`src/hw/rtl/rhc_pkg.sv`:
```
// shared constants, types and helpers for the rgb to hsv converter
package rhc_pkg;

  localparam int FRAC_BITS = 12;
  localparam int ONE       = 1 << FRAC_BITS;
  localparam int CH_W      = 16;
  localparam int LVL_W     = FRAC_BITS + 1;
  localparam int HUE_W     = FRAC_BITS;
  localparam int DIV_W     = FRAC_BITS + 3;
  localparam int REM_W     = DIV_W + 1;
  localparam int QUO_W     = FRAC_BITS + 1;
  localparam int DIV_STEPS = QUO_W;
  localparam int FRONT_LAT = 3;
  localparam int LATENCY   = FRONT_LAT + DIV_STEPS;

  typedef struct packed {
    logic [REM_W-1:0] rem;
    logic [DIV_W-1:0] div;
    logic [QUO_W-1:0] quo;
  } rhc_lane_t;

  typedef struct packed {
    logic             valid;
    rhc_lane_t        hue;
    rhc_lane_t        sat;
    logic [LVL_W-1:0] value;
    logic [LVL_W-1:0] alpha;
  } rhc_pipe_t;

  function automatic logic [LVL_W-1:0] clamp_unit(input logic [CH_W-1:0] v);
    logic [LVL_W-1:0] res;
    if (v[CH_W-1]) begin
      res = '0;
    end else if (v[CH_W-2:0] >= (CH_W-1)'(ONE)) begin
      res = LVL_W'(ONE);
    end else begin
      res = v[LVL_W-1:0];
    end
    return res;
  endfunction

endpackage

```
`src/hw/rtl/rhc_front.sv`:
```
// clamp, max/min search and hue numerator set-up, three register stages
module rhc_front import rhc_pkg::*; (
  input  logic            clk,
  input  logic            rst,
  input  logic            start,
  input  logic [CH_W-1:0] red,
  input  logic [CH_W-1:0] green,
  input  logic [CH_W-1:0] blue,
  input  logic [CH_W-1:0] alpha,
  output rhc_pipe_t       front_out
);

  typedef enum logic [1:0] {
    SEC_RED,
    SEC_GREEN,
    SEC_BLUE
  } sector_t;

  // stage 1 registers
  logic             s1_valid;
  logic [LVL_W-1:0] s1_r, s1_g, s1_b, s1_a;

  // stage 2 registers
  logic               s2_valid;
  logic [LVL_W-1:0]   s2_mx, s2_delta, s2_a;
  logic signed [LVL_W:0] s2_diff;
  sector_t            s2_sec;

  // stage 2 logic
  logic [LVL_W-1:0]   mx_c, mn_c;
  logic signed [LVL_W:0] diff_c;
  sector_t            sec_c;

  // stage 3 logic
  logic [DIV_W-1:0]        off_c, d6_c;
  logic signed [REM_W-1:0] t_sum, t_wrap;
  rhc_pipe_t               front_next;

  always_ff @(posedge clk) begin
    if (rst) begin
      s1_valid <= 1'b0;
      s2_valid <= 1'b0;
      front_out.valid <= 1'b0;
    end else begin
      s1_valid <= start;
      s2_valid <= s1_valid;
      front_out.valid <= s2_valid;
    end
  end

  always_ff @(posedge clk) begin
    s1_r <= clamp_unit(red);
    s1_g <= clamp_unit(green);
    s1_b <= clamp_unit(blue);
    s1_a <= clamp_unit(alpha);
  end

  // red wins ties over green, green over blue
  always_comb begin
    if (s1_r >= s1_g && s1_r >= s1_b) begin
      sec_c  = SEC_RED;
      mx_c   = s1_r;
      diff_c = $signed({1'b0, s1_g}) - $signed({1'b0, s1_b});
    end else if (s1_g >= s1_b) begin
      sec_c  = SEC_GREEN;
      mx_c   = s1_g;
      diff_c = $signed({1'b0, s1_b}) - $signed({1'b0, s1_r});
    end else begin
      sec_c  = SEC_BLUE;
      mx_c   = s1_b;
      diff_c = $signed({1'b0, s1_r}) - $signed({1'b0, s1_g});
    end
    mn_c = s1_r;
    if (s1_g < mn_c) mn_c = s1_g;
    if (s1_b < mn_c) mn_c = s1_b;
  end

  always_ff @(posedge clk) begin
    s2_mx    <= mx_c;
    s2_delta <= mx_c - mn_c;
    s2_diff  <= diff_c;
    s2_sec   <= sec_c;
    s2_a     <= s1_a;
  end

  always_comb begin
    case (s2_sec)
      SEC_GREEN: off_c = DIV_W'({s2_delta, 1'b0});
      SEC_BLUE:  off_c = DIV_W'({s2_delta, 2'b00});
      default:   off_c = '0;
    endcase
    d6_c   = DIV_W'({s2_delta, 2'b00}) + DIV_W'({s2_delta, 1'b0});
    t_sum  = $signed({1'b0, off_c})
           + $signed({{(REM_W-LVL_W-1){s2_diff[LVL_W]}}, s2_diff});
    t_wrap = t_sum[REM_W-1] ? t_sum + $signed({1'b0, d6_c}) : t_sum;

    front_next       = '0;
    front_next.value = s2_mx;
    front_next.alpha = s2_a;
    // gray pixel: zero numerators over unit divisors give zero quotients
    if (s2_delta == '0) begin
      front_next.hue.div = DIV_W'(1);
      front_next.sat.div = DIV_W'(1);
    end else begin
      front_next.hue.rem = REM_W'(t_wrap);
      front_next.hue.div = d6_c;
      front_next.sat.rem = REM_W'(s2_delta);
      front_next.sat.div = DIV_W'(s2_mx);
    end
  end

  always_ff @(posedge clk) begin
    front_out.hue   <= front_next.hue;
    front_out.sat   <= front_next.sat;
    front_out.value <= front_next.value;
    front_out.alpha <= front_next.alpha;
  end

endmodule

```
`src/hw/rtl/rhc_div_step.sv`:
```
// one restoring division step for the hue and saturation lanes
module rhc_div_step import rhc_pkg::*; (
  input  logic      clk,
  input  logic      rst,
  input  rhc_pipe_t stage_in,
  output rhc_pipe_t stage_out
);

  function automatic rhc_lane_t lane_step(input rhc_lane_t l);
    rhc_lane_t        res;
    logic             ge;
    logic [REM_W-1:0] diff;
    ge   = l.rem >= {1'b0, l.div};
    diff = l.rem - {1'b0, l.div};
    res.div = l.div;
    res.quo = {l.quo[QUO_W-2:0], ge};
    res.rem = ge ? {diff[REM_W-2:0], 1'b0} : {l.rem[REM_W-2:0], 1'b0};
    return res;
  endfunction

  always_ff @(posedge clk) begin
    if (rst) begin
      stage_out.valid <= 1'b0;
    end else begin
      stage_out.valid <= stage_in.valid;
    end
  end

  always_ff @(posedge clk) begin
    stage_out.hue   <= lane_step(stage_in.hue);
    stage_out.sat   <= lane_step(stage_in.sat);
    stage_out.value <= stage_in.value;
    stage_out.alpha <= stage_in.alpha;
  end

endmodule

```
`src/hw/rtl/rgb_to_hsv_converter.sv`:
```
// top level of the rgb to hsv converter
// Takes one pixel word per clock whenever start is high (busy is always low)
// and gives its result with done high for one cycle: three front stages
// clamp the channels, find max and min and set up the hue numerator,
// then thirteen restoring division stages produce one quotient bit each
// for hue and saturation side by side. The receiver cannot stall, so
// results leave at the same rate words enter.
module rgb_to_hsv_converter import rhc_pkg::*; (
  input  logic             clk,
  input  logic             rst,
  input  logic             start,
  output logic             busy,
  input  logic [CH_W-1:0]  red,
  input  logic [CH_W-1:0]  green,
  input  logic [CH_W-1:0]  blue,
  input  logic [CH_W-1:0]  alpha,
  output logic             done,
  output logic [HUE_W-1:0] hue,
  output logic [LVL_W-1:0] saturation,
  output logic [LVL_W-1:0] value,
  output logic [LVL_W-1:0] alpha_out
);

  rhc_pipe_t pipe [DIV_STEPS+1];

  assign busy = 1'b0;

  rhc_front u_front (
    .clk       (clk),
    .rst       (rst),
    .start     (start),
    .red       (red),
    .green     (green),
    .blue      (blue),
    .alpha     (alpha),
    .front_out (pipe[0])
  );

  for (genvar i = 0; i < DIV_STEPS; i++) begin : g_div
    rhc_div_step u_step (
      .clk       (clk),
      .rst       (rst),
      .stage_in  (pipe[i]),
      .stage_out (pipe[i+1])
    );
  end

  assign done       = pipe[DIV_STEPS].valid;
  assign hue        = pipe[DIV_STEPS].hue.quo[HUE_W-1:0];
  assign saturation = pipe[DIV_STEPS].sat.quo;
  assign value      = pipe[DIV_STEPS].value;
  assign alpha_out  = pipe[DIV_STEPS].alpha;

  a_latency: assert property (@(posedge clk) disable iff (rst)
    start |-> ##16 done)
    else $error("word did not come out after the pipeline latency");

  a_black: assert property (@(posedge clk) disable iff (rst)
    (done && value == '0) |-> (saturation == '0 && hue == '0))
    else $error("black pixel with nonzero hue or saturation");

  a_sat_range: assert property (@(posedge clk) disable iff (rst)
    done |-> (saturation <= LVL_W'(ONE) && saturation <= value
              || saturation <= LVL_W'(ONE) && value != '0))
    else $error("saturation out of range");

  a_hue_top: assert property (@(posedge clk) disable iff (rst)
    done |-> pipe[DIV_STEPS].hue.quo[QUO_W-1] == 1'b0)
    else $error("hue quotient reached a full turn");

endmodule
```
`config.mk`:
```
export PLATFORM = sky130hd
export DESIGN_NAME = rgb_to_hsv_converter
export DESIGN_NICKNAME = d
export VERILOG_FILES = /design/src/hw/rtl/rhc_pkg.sv /design/src/hw/rtl/rhc_front.sv /design/src/hw/rtl/rhc_div_step.sv /design/src/hw/rtl/rgb_to_hsv_converter.sv
export SDC_FILE = /design/constraint.sdc
export NUM_CORES = 2
export LEC_CHECK = 0
export CORE_MARGIN = 3
export CORE_UTILIZATION = 32
export CTS_CLUSTER_DIAMETER = 50
export DETAILED_ROUTE_END_ITERATION = 12
export DONT_BUFFER_PORTS = 1
export MAX_ROUTING_LAYER = met4
export SLEW_MARGIN = 20
export SYNTH_ARGS = -nofsm -noshare
export SYNTH_HDL_FRONTEND = slang
export SYNTH_SLANG_ARGS = --single-unit
```
`constraint.sdc`:
```
create_clock -name clk -period 5.69 [get_ports clk]
set_input_delay 0.2845 -clock clk [delete_from_list [all_inputs] [get_ports clk]]
set_output_delay 0.2845 -clock clk [all_outputs]
set_load 0.01 [all_outputs]
```
After elaboration in Yosys (flattened, before gate mapping)
Cells that the tools add are included.
- reductions and logical operators: 7
- mux-type cells: 37
- eq/ne operators: 2
- magnitude comparators: 35
- $add $sub $neg: 31
- bitwise operators: 1
- operators with widths (kind ; count):
    16-bit by 15-bit >= comparator with 1-bit output ; 25
    16-bit 2-to-1 mux ; 24
    15-bit subtractor ; 24
    13-bit 2-to-1 mux ; 8
    15-bit by 13-bit >= comparator with 1-bit output, second input constant ; 4
    13-bit by 13-bit subtractor with 14-bit output ; 3
    13-bit >= comparator ; 3
    15-bit one-hot mux with 2 select lines ; 1
    14-bit 2-to-1 mux ; 2
    13-bit less-than comparator ; 2
    16-bit by 14-bit adder with 16-bit output ; 1
    16-bit adder ; 1
    15-bit by 14-bit adder with 15-bit output ; 1
    13-bit by 15-bit >= comparator with 1-bit output ; 1
    15-bit 2-to-1 mux ; 1
    13-bit zero test ; 1
    13-bit subtractor ; 1
    2-bit OR reduction ; 5
    2-bit by 1-bit == test with 1-bit output, second input constant ; 1
    2-bit == test, second input constant ; 1
    2-bit 2-to-1 mux ; 1
    1-bit logical AND ; 1
    1-bit inverter ; 1
- output and inout port bits: 53
- bits of input ports: 67
- register bits: 1459
- logic and storage cells: 249

Depth between registers and ports, before layout
- depth in word-level cells: 5
- depth in mapped cells: 29
- mapped depth without buffers: 28

Cells and area by module
A second synthesis with hierarchy kept.
- cell total of the unflattened synthesis: 6503
- area, all modules: 68435.6 um^2
- by module, submodules not included (module ; sequential area each (um^2) ; instances ; cells an instance ; area an instance (um^2)):
    rhc_div_step (g_div[12].u_step ...) ; 2262.2 ; 6 ; 405 ; 4486.8
    rhc_div_step (g_div[0].u_step ...) ; 2262.2 ; 5 ; 414 ; 4476.8
    rhc_front ; 3843.7 ; 1 ; 1167 ; 10284.9
    rhc_div_step (g_div[6].u_step) ; 2262.2 ; 1 ; 433 ; 4526.8
    rhc_div_step (g_div[3].u_step) ; 2262.2 ; 1 ; 401 ; 4307.9
    rgb_to_hsv_converter ; 0.0 ; 1 ; 2 ; 11.3

Least setup slack after synthesis
OpenSTA, ideal clock, no wires.
- path kind: flip-flop to flip-flop
- from: register u_front.s1_r[0]
- to: register u_front.s2_delta[12]
- stages on the path, launching flop included: 30
- slack: -0.301 ns
- clock period less this slack: 5.991 ns
- required time: 5.560 ns
- arrival: 5.862 ns
- library setup time: 0.130 ns
- path buffers: 2
- path through: dfxtp_1 > inv_1 > ha_1 > fa_1 > nand2b_1 > a211oi_1 > o211ai_1 > nand2_2 > buf_1 > mux2i_1 > ha_1 > a21o_1 > a21o_1 > a21oi_1 > o21ai_0 > a21oi_1 > o21ai_4 > buf_2 > a21oi_1 > ha_1 > fa_1 > nor2b_1 > o31a_1 > o21a_1 > o21a_1 > o2111ai_1 > nand4b_1 > a21o_1 > a21oi_1 > xnor3_1
- longest elaborated chain between the ends: 5
- elaborated cells between the ends (all ways): 9
- those cells by class: add/sub (1); order compare (4); mux (3); reduce/logical (1)
- RTL lines (what ; RTL line ; RTL):
    from (decl) ; rhc_front.sv:21 ; logic [LVL_W-1:0] s1_r, s1_g, s1_b, s1_a;
    from (signal assigned) ; rhc_front.sv:52 ; s1_r <= clamp_unit(red);
    13-bit less-than comparator ; rhc_front.sv:74 ; if (s1_g < mn_c) mn_c = s1_g;
    13-bit 2-to-1 mux ; rhc_front.sv:74 ;
    13-bit less-than comparator ; rhc_front.sv:75 ; if (s1_b < mn_c) mn_c = s1_b;
    13-bit 2-to-1 mux ; rhc_front.sv:75 ;
    13-bit subtractor * ; rhc_front.sv:80 ; s2_delta <= mx_c - mn_c;
    to (signal assigned) ; rhc_front.sv:80 ;
    to (decl) ; rhc_front.sv:25 ; logic [LVL_W-1:0] s2_mx, s2_delta, s2_a;
Mark *: on every way between the ends. The rest lies on a longest branch, timed or not.
A chain may end at the register's enable or synchronous reset.

Worst setup path in the final report
Ends and elaborated chain as after synthesis.

==> impl_metrics.tcl <==
set metrics [dict create \
    hold_viol 0 \
    vias_per_cell 4.557 \
    grt_max_degree 55 \
    num_rows 150 \
    grt_pass1_vias 37590 \
    layout.nets 6280 \
    synth.avg_cell_area_um2 10.07 \
    crit_buf_inv 4 \
    clk_pin_slew_ps 60 \
    cts_tree "done" \
    slowest_stage "o211ai_1" \
    io_pins 120 \
    cp_data_required_time_ps 6370 \
    synth_top_flop_cell "dfxtp_1" \
    route.detailed.drc 0 \
    place_inst 7619 \
    dp_hpwl_um 85740 \
    timing.final.crit_share_pct 96.63 \
    drt_first_iter_violations 1670 \
    root_buffer "clkbuf_16" \
    fin_hold_ws_ps 168.7 \
    slew_headroom_pct 29.50 \
    ys_warn_count 0 \
    final.setup.tns_ps 0 \
    cts_max_level 4 \
    synth_area_leaders "dfxtp_1 52%, ha_1 11%, inv_1 3.9%" \
    clock_latency_ps 800 \
    synth_cell_types 73 \
    synthCells 5401 \
    syn_nets 5972 \
    grt-ovfl-total 0 \
    drv_slew 0 \
    antenna_found_initial 1 \
    tightest_slew_ps 1057 \
    ys_ff_latch 1408 \
    place.gp.congestion 0.8850 \
    syn2layout_area_growth_pct 20.06 \
    syn_area_um2 54410 \
    critPathCaptureType "flip-flop" \
    cts.sinks 1408 \
    totalWireLength_um 112800 \
    stdcell_count 8054 \
    synth_top_area_share_pct 51.81 \
    grt_pass1_wl_um 184400 \
    die_y_um 418.3 \
    period_minus_slack_ps 5498 \
    path_max_fanout 7 \
    cp.arrival_ps 6170 \
    antenna_left 0 \
    setup_viol 0 \
    worst_path_dominant_cell_family "compound AO/OA/AOI/OAI gates" \
    portBuffers 0 \
    die_area_um2 175000 \
    fin_skew_ps 44.72 \
    yosysSeqAreaShare_pct 51.81 \
    rsz0062_at_grt "true" \
    worstSetupPathType "flip-flop to flip-flop" \
    grt_use_total_pct 13.20 \
    drive_gt1_share_pct 10.53 \
    via_count 36700 \
    max_freq_mhz 181.9 \
    wl_per_cell_um 14.00 \
    core_area_um2 168000 \
    synthArstFlopShare_pct 0 \
    hp-class "primary input to flip-flop" \
    status "finished, final reports clean" \
    maxCapViolations 0 \
    cts_buffers 172 \
    start_kind "flip-flop" \
    cts_buffer_depth 3 \
    synth.most_common_cell "dfxtp_1" \
    synthTopCellsByCount "1408 x dfxtp_1, 565 x inv_1, 473 x ha_1" \
    synth_top_area_cell "dfxtp_1" \
    synth_edf_count 0 \
    die_w_um 418.3 \
    initial_core_util_pct 32.39 \
    drt-pass1-iter-count 7 \
    slowest_delay_ps 390 \
]
[final cells by class]
| type | instances | area [µm²] |
|---|---|---|
| well taps | 2204 | 2758 |
| inverters | 569 | 2136 |
| flip-flops and latches | 1408 | 28200 |
| clock inverters | 90 | 1323 |
| fillers | 16260 | 102700 |
| multi-input cells | 3349 | 24230 |
| diodes | 1 | 2.502 |
| repair buffers | 209 | 1853 |
| clock buffers | 224 | 4820 |
[sequential cells by signal, indices dropped and copies added, names as in the netlist]
signal                  count
u_front.s1_b               13
u_front.s2_sec              2
g_div.u_step.stage_out   1216
u_front.s1_valid            1
u_front.s1_r               13
u_front.s1_a               13
u_front.s2_mx              13
u_front.s1_g               13
u_front.s2_valid            1
u_front.s2_a               13
u_front.s2_diff            14
u_front.front_out          83
u_front.s2_delta           13
[per-stage QoR]
step                instance area, µm²  setup slack (ps)  util [%]
floorplan                        54410            0.1079         -
global placement                 57580            -277.6     34.28
detailed placement               57580            -388.7     34.28
CTS                              64900             1.057     38.63
global route                     65320            -91.17     38.89
finish                           65320             191.6     38.89
[timing repair]
| item | CTS | global route |
|---|---|---|
| gates cloned | 1 | 0 |
| pin swaps | 6 | 38 |
| buffers inserted | 6 | 7 |
| hold endpoints to repair | 68 | 0 |
| gates resized for setup | 17 | 72 |
| hold buffers | 106 | 0 |
| setup endpoints to repair | 3 | 5 |
[cells by family after synthesis]
| kind of cell | count (synthesis) | share of synthesized area (%) |
|---|---|---|
| flops | 1408 | 51.81 |
| compound gates | 1170 | 13.35 |
| simple gates | 1237 | 10.78 |
| xor+xnor | 307 | 4.967 |
| other cells | 1 | 0.006892 |
| buf+inv | 645 | 4.498 |
| mux | 129 | 2.576 |
| fa+ha+maj | 504 | 12.02 |
[layout by cell type, fill, tap and decap left out, types with 65 or more instances in the layout]
cell type	count
dfxtp_1	1395
nand3_1	65
a21o_1	123
nand2_1	328
a21oi_1	350
mux2_2	88
xnor2_1	165
dlygate4sd3_1	106
ha_1	456
nor2b_1	103
clkbuf_16	172
xor2_1	141
nor3_1	81
and2_1	76
nor2_1	362
inv_1	558
o21ai_0	316
buf_4	99
[path summary, 6_finish.rpt]
path,start,endpoint,slack (ps),cells after the start
setup / recovery,u_front.s1_r[0],u_front.s2_delta[12],190,27
hold reg to reg,g_div[11].u_step.stage_out[72],g_div[12].u_step.stage_out[73],310,0
hold / removal,start,u_front.s1_valid,170,2
setup reg to reg,u_front.s1_r[0],u_front.s2_delta[12],190,27
[per-layer routing]
metal  up-vias  share of wire [%]  wire (µm)  GRT usage, %
met4         0                4.2       4791         6.022
met5         -                  0          0             -
met1     16820                 42      46990         14.07
li1      18980                  -          -             -
met2       636                 50      56860         23.62
met3       268                3.7       4135         2.474
Power is not shown: default switching activity piles up to over one toggle a cycle in this logic, so the estimate is an artifact.
